$ cat src/rtl/core/melc_ram.sv
// ----------------------------------------------------------------------------
// melc_ram
// Generic single-port-write, single-port-read RAM with registered read data.
// ----------------------------------------------------------------------------
`default_nettype none

module melc_ram #(
    parameter int WIDTH = 8,
    parameter int DEPTH = 8,
    localparam int AW = (DEPTH > 1) ? $clog2(DEPTH) : 1
) (
    input  wire logic             clk,
    input  wire logic             we,
    input  wire logic [AW-1:0]    waddr,
    input  wire logic [WIDTH-1:0] wdata,
    input  wire logic             re,
    input  wire logic [AW-1:0]    raddr,
    output logic      [WIDTH-1:0] rdata
);

    logic [WIDTH-1:0] mem_reg [DEPTH];
    logic [WIDTH-1:0] rdata_reg;

    always_ff @(posedge clk)
    begin
        if (we)
        begin
            mem_reg[waddr] <= wdata;
        end
        if (re)
        begin
            rdata_reg <= mem_reg[raddr];
        end
    end

    assign rdata = rdata_reg;

endmodule

`default_nettype wire

$ cat config.mk
export PLATFORM = sky130hd
export DESIGN_NAME = melc_ram
export DESIGN_NICKNAME = d
export VERILOG_FILES = /design/src/rtl/core/melc_ram.sv
export SDC_FILE = /design/constraint.sdc
export NUM_CORES = 1
export LEC_CHECK = 0
export BUFFER_PORTS_ARGS = -buffer_cell sky130_fd_sc_hd__buf_2
export CORE_MARGIN = 5
export CORE_UTILIZATION = 50
export DETAILED_ROUTE_END_ITERATION = 16
export GPL_ROUTABILITY_DRIVEN = 0
export GPL_TIMING_DRIVEN = 1
export PLACE_DENSITY = 0.66
export SYNTH_ARGS = -nofsm -noshare
export SYNTH_HDL_FRONTEND = slang
export SYNTH_SLANG_ARGS = --single-unit
$ cat constraint.sdc
create_clock -name clk -period 5.3 [get_ports clk]
set_clock_uncertainty 0.1 [all_clocks]
set_input_delay 1.06 -clock clk [delete_from_list [all_inputs] [get_ports clk]]
set_output_delay 1.06 -clock clk [all_outputs]
set_load 0.05 [all_outputs]
==> summary.txt, run 1 <==
Run status
  • Status: completed

Clock network
  • CTS buffer count: 9
  • Post-CTS Setup Inserts: 0
  • H-Tree Level Count: 3
  • CTS tree: built
  • Clk_lat worst skew: 0.32 ns
  • Clk root buf: clkbuf_8
  • CTS Hold Buffers Added: 0
  • Clk sink count: 72
  • Post-CTS sizing: 0
  • Worst-path clk slew: 0.08 ns
  • Max Buffers Root-to-Sink: 2

Die
  • Die Span Y: 84.45 µm
  • Core Area: 5439 µm²
  • Initial Utilization: 50.95%
  • Die Width: 84.45 µm
  • I/O pins: 25
  • DIE AREA: 7132 µm²
  • Rows: 27

Power and ir drop
  • IR drop worst, VDD: 0.0001943 V
  • Clk network pwr share: 38.2%
  • Power Internal: 0.0009410 W
  • Sw Share: 20.22%
  • Sw power: 0.0002385 W
  • Sequential power share: 55.5%
  • Leak Pwr: 1.082 nW
  • PwrDens: 372.8 nW/µm²
  • Logic pwr share: 6.3%

Setup path
  • CP Capture Type: flop
  • Crit path required time: 5.28 ns
  • CP max FO: 16
  • Setup crit start kind: primary input
  • CP Class: in -> reg
  • WP data arrival: 2.35 ns

Layout
  • Antenna diode count: 0
  • Most frequent cells in the layout: edfxtp_1, buf_2, mux4_1
  • Most common cell after layout, fill and taps aside: edfxtp_1
  • Share of post-route cells with drive strength above 1: 32.45%
  • Max reg flops: 64
  • Final core utilization: 58.18%
  • Layout Area Growth over Synthesis: 14.18%
  • Layout Nets: 163

Drt
  • DRC viols: 0
  • Starting DRT DRC Count: 110
  • Vias post-DR: 1198
  • Post-route antenna net violation count: 0
  • Routed WL: 4588 µm
  • WL/cell: 20.57 µm
  • DR vias/cell: 5.372
  • DRT Pass-1 Iters: 4

Worst hold path
  • Worst hold path type: reg -> reg

STA
  • TNS Setup: 0 ns
  • Final setup vio count: 0
  • Final hold violation count: 0
  • Final Max Slew Viols: 0
  • Tightest Pin Transition: 0.9257 ns
  • Final worst-path cycle share: 44.75%
  • Peak Freq: 421.6 MHz
  • Worst slew margin: 38.06%
  • Setup repair after global routing missed its margin: no
  • Fin crit period: 2.372 ns

Yosys
  • Synth warn: 0
  • Post-synthesis sequential area ratio: 78.01%
  • Largest family of logic cells by synthesized area: multiplexers
  • Synthesized flop and latch total: 72
  • Simple-Gate Fraction of Synth Area: 2.122%
  • Xor/xnor cell area share of the yosys netlist: 0%
  • Synth Area in Adders: 0%
  • Compound-Gate Fraction of Synth Area: 0%
  • Synth unique cells: 13
  • Syn Inst Count: 114
  • Syn Area/Cell: 24.31 µm²
  • Netlist Area Pre-Place: 2771 µm²
  • Mapped Nets: 131
  • Multiplexer share of the synthesized area: 18.28%

Global route
  • Vias in the first global route: 1337
  • Pin count of the biggest net entering global routing: 17
  • First-pass GRT wire length: 7148 µm
  • Gr ovfl total: 0
  • GR Util All Layers: 14.08%
  • Initial antenna violation count: 0

Flow run
  • Max_cap viols: 0

Place
  • Port Buffer Count: 24
  • Hpwl dp: 2985 µm
## routing by layer
metal	part of all wire [%]	up-vias	GRT usage, %
met5	0	-	0
met4	0.87	0	6.475
met3	3.9	4	3.631
met2	55	26	24.25
met1	40	613	16.62
li1	-	555	-
## cell families after synthesis
logic type	Yosys count
multiplexers	24
AND/OR/NAND/NOR	13
flip-flops	72
buffers and inverters	5
## worst max-delay path, stage by stage
cell,delay [ns]
buf_2,0.38
mux4_1,0.62
mux2_2,0.29
## worst paths after layout
check | from | endpoint | slack, ns | depth (start not counted)
min | mem_reg[2][2] | rdata[2] | 0.65 | 2
max reg2reg | mem_reg[2][7] | rdata[7] | 3.80 | 2
max | raddr[0] | rdata[5] | 2.93 | 3
min reg2reg | mem_reg[2][2] | rdata[2] | 0.65 | 2
## synthesized netlist by cell type
library cell	instances	share of area, %
nor2_1	6	0.81
edfxtp_1	72	78
mux4_2	1	0.81
clkbuf_1	1	0.14
nand2b_1	3	0.68
mux4_1	15	14
buf_6	1	0.41
buf_1	1	0.14
buf_2	1	0.18
mux2_2	8	3.3
buf_12	1	0.72
nand2_1	2	0.27
nor3_1	2	0.36
## stage by stage
step                setup WS, ns  instance area [µm²]  cells  hold WS (ns)  total power, W
finish                     2.928                 3164    223        0.6459        0.001180
floorplan                  2.857                 2771    114        0.6162       0.0007182
global route               2.884                 3164    223        0.6733        0.001221
CTS                        2.925                 3164    223        0.6504        0.001191
global placement           2.597                 2953    207        0.6248       0.0007391
detailed placement         2.565                 2953    207        0.6413       0.0007438
## power by group through the flow
| stage | Sequential (W) | Combinational [W] | Clock, W |
|---|---|---|---|
| 3_3_place_gp | 0.000666 | 0.0000732 | 0 |
| 6_report | 0.000654 | 0.0000748 | 0.000450 |
| 5_1_grt | 0.000656 | 0.0000809 | 0.000485 |
| 4_1_cts | 0.000655 | 0.0000763 | 0.000460 |
| 2_1_floorplan | 0.000684 | 0.0000344 | 0 |
| 3_5_place_dp | 0.000667 | 0.0000763 | 0 |
## final cells by class
class                           count  area, µm²
Fill cell                         411       2275
Sequential cell                    72       2162
Clock inverter                      6      83.83
Multi-Input combinational cell     37      565.5
Timing Repair Buffer               26      135.1
Tap cell                           72      90.09
Clock buffer                       10      127.6
Power figures use the tool's default switching activity.
==> run 2: changes to the inputs <==
==> constraint.sdc (replaced) <==
create_clock -name clk -period 2.4 [get_ports clk]
set_clock_uncertainty 0.1 [all_clocks]
set_input_delay 0.48 -clock clk [delete_from_list [all_inputs] [get_ports clk]]
set_output_delay 0.48 -clock clk [all_outputs]
set_load 0.05 [all_outputs]
==> run 2 against run 1 <==
Against the previous run: wire length is 4.3% lower; clock power is 90% higher; clock-buffer cell count is 1 higher; utilization is 0.23 points higher; power is 110% higher; die area stayed put; critical path type unchanged; critical endpoint is now rdata[4]; highest routed layer unchanged.
==> summary.txt, run 2 (synthesis results as in run 1) <==
Layout
  • Finished Cell Area: 3177 µm²
  • Share of post-route cells with drive strength above 1: 33.76%
  • Most frequent cells in the layout: edfxtp_1, buf_2, mux4_1
  • Most common cell after layout, fill and taps aside: edfxtp_1
  • Final core utilization: 58.41%
  • Layout Area Growth over Synthesis: 14.63%
  • Max reg flops: 64
  • Fillers: 406
  • Antenna diode count: 0
  • Final std cells w/o fill: 229
  • Layout Nets: 169

Flow run
  • Max_cap viols: 0

Power and ir drop
  • PwrDens: 777.4 nW/µm²
  • Power Internal: 0.001972 W
  • Sw Share: 20.17%
  • Sequential power share: 58.5%
  • Clk network pwr share: 34.7%
  • Logic pwr share: 6.8%
  • Leak Pwr: 1.106 nW
  • Sw power: 0.0004982 W
  • IR drop worst, VDD: 0.0004387 V

Die
  • Die Width: 84.45 µm
  • Rows: 27
  • Die Span Y: 84.45 µm
  • I/O pins: 25
  • Core Area: 5439 µm²
  • DIE AREA: 7132 µm²
  • Initial Utilization: 50.95%

Clock network
  • CTS buffer count: 9
  • Clk sink count: 72
  • CTS Hold Buffers Added: 0
  • Clk_lat worst skew: 0.32 ns
  • Worst-path clk slew: 0.06 ns
  • CTS tree: built
  • Post-CTS sizing: 0
  • Post-CTS Setup Inserts: 0
  • Clk root buf: clkbuf_8
  • H-Tree Level Count: 3
  • Max Buffers Root-to-Sink: 2

Setup path
  • Setup crit start kind: primary input
  • Crit-path max cell delay: 0.61 ns
  • Family with the most delay on the worst path: multiplexers
  • CP max FO: 16
  • CP max stage cell: mux4_1
  • CP Class: in -> reg
  • Crit-path cells: buf_2, mux4_1, mux2_2
  • CP Capture Type: flop
  • Worst path bufs/invs: 1
  • Crit path required time: 2.37 ns
  • WP data arrival: 1.75 ns

Run status
  • Status: completed

Global route
  • GR Util All Layers: 13.64%
  • Vias in the first global route: 1302
  • Initial antenna violation count: 0
  • Pin count of the biggest net entering global routing: 17
  • Gr ovfl total: 0
  • First-pass GRT wire length: 6872 µm

Drt
  • DRC viols: 0
  • Post-route antenna net violation count: 0
  • Vias post-DR: 1215
  • DRT Pass-1 Iters: 5
  • Routed WL: 4390 µm
  • WL/cell: 19.17 µm
  • DR vias/cell: 5.306
  • Starting DRT DRC Count: 59

STA
  • Final hold violation count: 0
  • Worst slew margin: 69.44%
  • Peak Freq: 562.8 MHz
  • Tightest Pin Transition: 0.4583 ns
  • Final worst-path cycle share: 74.03%
  • Fin crit period: 1.777 ns
  • Final Max Slew Viols: 0
  • Final setup vio count: 0
  • Setup repair after global routing missed its margin: no
  • TNS Setup: 0 ns

Worst hold path
  • Worst hold path type: in -> reg

Place
  • Inst Count DP: 213
  • Hpwl dp: 2827 µm
  • Placed cell area: 2998 µm²
  • Port Buffer Count: 24
## run 2: routing by layer
layer | GRT usage [%] | vias up | share of wire [%]
met5 | 0 | - | 0
met4 | 5.612 | 0 | 1.2
met3 | 4.711 | 5 | 4.1
li1 | - | 566 | -
met2 | 23.03 | 29 | 54
met1 | 16.00 | 615 | 41
## run 2: worst paths after layout
check / from / endpoint / slack [ns] / cells after the start
worst min register to register: mem_reg[2][7] / rdata[7] / 0.65 / 2
worst min-delay path: wdata[4] / mem_reg[3][4] / 0.32 / 1
worst max-delay path: raddr[0] / rdata[4] / 0.62 / 3
worst max register to register: mem_reg[3][1] / rdata[1] / 0.91 / 2
## run 2: metrics by stage
stage	setup slack, ns	hold slack (ns)	power [W]
after floorplan	0.5369	0.4789	0.001586
after global placement	0.2820	0.6224	0.001636
after detailed placement	0.2677	0.6361	0.001643
after CTS	0.6221	0.3099	0.002494
after global routing	0.5694	0.3067	0.002573
final	0.6232	0.3246	0.002470
## run 2: cell type report
| type | instances | area (µm²) | area share (%) |
|---|---|---|---|
| flip-flops and latches | 72 | 2162 | 68.06 |
| multi-input cells | 37 | 565.5 | 17.80 |
| repair buffers | 32 | 180.2 | 5.672 |
| clock buffers | 11 | 131.4 | 4.135 |
| well taps | 72 | 90.09 | 2.836 |
| clock inverters | 5 | 47.55 | 1.497 |
## run 2: power groups by stage
stage	registers, W	logic [W]	clock network (W)
floorplan	0.00151	0.0000760	0
global placement	0.00147	0.000166	0
detailed placement	0.00147	0.000170	0
CTS	0.00145	0.000171	0.000878
global route	0.00145	0.000180	0.000946
finish	0.00144	0.000168	0.000857
==> run 3: changes to the inputs <==
--- a/config.mk
+++ b/config.mk
@@ -11,7 +11,7 @@
 export DETAILED_ROUTE_END_ITERATION = 16
 export GPL_ROUTABILITY_DRIVEN = 0
 export GPL_TIMING_DRIVEN = 1
-export PLACE_DENSITY = 0.66
+export PLACE_DENSITY = 0.69
 export SYNTH_ARGS = -nofsm -noshare
 export SYNTH_HDL_FRONTEND = slang
 export SYNTH_SLANG_ARGS = --single-unit
==> constraint.sdc (replaced) <==
create_clock -name clk -period 1.6 [get_ports clk]
set_clock_uncertainty 0.1 [all_clocks]
set_input_delay 0.32 -clock clk [delete_from_list [all_inputs] [get_ports clk]]
set_output_delay 0.32 -clock clk [all_outputs]
set_load 0.05 [all_outputs]
==> run 3 against run 2 <==
Against the previous run: via count shrank 0.58%; final area grew 1.9%; largest cell class unchanged; sequential power grew 51%; die area is the same; power grew 65%; utilization grew 1.1 points; non-clock buffer count grew 2.
==> summary.txt, run 3 (synthesis results as in run 1) <==
Setup path
  • CP Class: reg -> reg
  • CP Capture Type: flop
  • Setup crit start kind: flop
  • Reg2reg path depth: 2
  • Crit-path max cell delay: 0.51 ns
  • CP max FO: 1
  • R2r startpoint: mem_reg[1][0]
  • RR Endpoint: rdata[0]
  • Crit-path cells: mux4_1, mux2_2
  • CP max stage cell: mux4_1
  • WP data arrival: 1.48 ns
  • Crit path required time: 1.59 ns
  • Setup slack, reg-to-reg: 0.10 ns

Die
  • DIE AREA: 7132 µm²
  • I/O pins: 25
  • Rows: 27
  • Die Span Y: 84.45 µm
  • Initial Utilization: 50.95%
  • Core Area: 5439 µm²
  • Die Width: 84.45 µm

Global route
  • Pin count of the biggest net entering global routing: 17
  • Vias in the first global route: 1328
  • GR Util All Layers: 14.33%
  • Initial antenna violation count: 0
  • Gr ovfl total: 0
  • First-pass GRT wire length: 7217 µm

Power and ir drop
  • Leak Pwr: 1.105 nW
  • Sw Share: 19.56%
  • IR drop worst, VDD: 0.0007883 V
  • PwrDens: 1262 nW/µm²
  • Power Internal: 0.003285 W
  • Clk network pwr share: 40.4%
  • Logic pwr share: 6.5%
  • Sequential power share: 53.1%
  • Sw power: 0.0007987 W

STA
  • Final setup vio count: 0
  • Setup repair after global routing missed its margin: no
  • Final worst-path cycle share: 93.55%
  • Peak Freq: 668.1 MHz
  • Hold slack: 0.1507 ns
  • Tightest Pin Transition: 0.2542 ns
  • Final worst slack: 0.1032 ns
  • Fin crit period: 1.497 ns
  • Final Max Slew Viols: 0
  • Final hold violation count: 0
  • TNS Setup: 0 ns
  • Worst slew margin: 83.17%

Worst hold path
  • WHS Path Cells: 1
  • Worst hold path type: in -> reg
  • Worst hold start: wdata[7]
  • Worst Hold End: mem_reg[2][7]

Clock network
  • Post-CTS sizing: 0
  • Clk root buf: clkbuf_8
  • Clk sink count: 72
  • H-Tree Level Count: 3
  • CTS buffer count: 9
  • Max Buffers Root-to-Sink: 2
  • Worst-path clk slew: 0.07 ns
  • CTS tree: built
  • CTS Hold Buffers Added: 0
  • Clk_lat worst skew: 0.34 ns
  • Post-CTS Setup Inserts: 0

Drt
  • WL/cell: 19.57 µm
  • DR vias/cell: 5.252
  • Routed WL: 4502 µm
  • DRT Pass-1 Iters: 4
  • Starting DRT DRC Count: 114
  • Vias post-DR: 1208
  • DRC viols: 0
  • Post-route antenna net violation count: 0

Layout
  • Reg area: 2162 µm²
  • Max reg flops: 64
  • Most frequent cells in the layout: edfxtp_1, buf_2, mux4_2
  • Most common cell after layout, fill and taps aside: edfxtp_1
  • Share of post-route cells with drive strength above 1: 41.77%
  • Area of the multi-input gates: 531.8 µm²
  • Layout Area Growth over Synthesis: 16.79%
  • Final core utilization: 59.51%
  • Layout Nets: 171
  • Fillers: 370
  • Antenna diode count: 0

Place
  • Port Buffer Count: 24
  • Worst slack at placement: -0.1943 ns

Flow run
  • Max_cap viols: 0

Run status
  • Status: completed
==> run 3: cell count changes in the layout (fill, tap and decap cells not counted) <==
cell,change
mux4_2,+9
clkinv_2,-2
clkbuf_1,-2
mux4_1,-9
buf_12,+2
clkinvlp_4,+2
clkinv_1,-1
bufinv_16,+2
==> run 3: worst max-delay path by stage <==
| stage | to | from | slack (ns) | cells past startpoint |
|---|---|---|---|---|
| 2_1_floorplan | rdata[0] | raddr[0] | -0.05 | 4 |
| 3_3_place_gp | rdata[4] | raddr[0] | -0.16 | 4 |
| 3_5_place_dp | rdata[0] | raddr[0] | -0.19 | 4 |
| 4_1_cts | rdata[2] | mem_reg[0][2] | 0.10 | 2 |
| 5_1_grt | rdata[0] | mem_reg[1][0] | 0.06 | 2 |
| 6_report | rdata[0] | mem_reg[1][0] | 0.10 | 2 |
==> run 3: final cells by class <==
type | instances | area share (%)
Clock buffer | 9 | 3.827
Clock inverter | 6 | 3.363
Multi-Input combinational cell | 37 | 16.43
Sequential cell | 72 | 66.80
Tap cell | 72 | 2.783
Timing Repair Buffer | 34 | 6.803
==> run 3: layer usage <==
layer | share of wire, % | wire length (µm) | vias to the layer above | global-route usage (%)
met2 | 52 | 2351 | 37 | 22.60
li1 | - | - | 560 | -
met5 | 0 | 0 | - | 0
met4 | 2.0 | 91 | 0 | 9.065
met3 | 6.1 | 273 | 6 | 3.042
met1 | 40 | 1786 | 605 | 18.17
==> run 3: critical path, delay by kind of cell, from the launching register on <==
kind / cells / cell delay, ns
multiplexers: 2 / 0.78
flip-flops: 1 / 0.37
==> run 3: power by group through the flow <==
stage / logic, W / registers, W / clock network (W)
2_1_floorplan: 0.000122 / 0.00227 / 0
3_3_place_gp: 0.000261 / 0.00221 / 0
3_5_place_dp: 0.000271 / 0.00221 / 0
4_1_cts: 0.000272 / 0.00217 / 0.00167
5_1_grt: 0.000287 / 0.00218 / 0.00175
6_report: 0.000267 / 0.00217 / 0.00165
==> run 3: metrics by stage <==
step	cell area (µm²)	power [W]	cells
2_1_floorplan	2749	0.002388	114
3_3_place_gp	3004	0.002467	215
3_5_place_dp	3004	0.002483	215
4_1_cts	3237	0.004114	230
5_1_grt	3237	0.004210	230
6_report	3237	0.004084	230
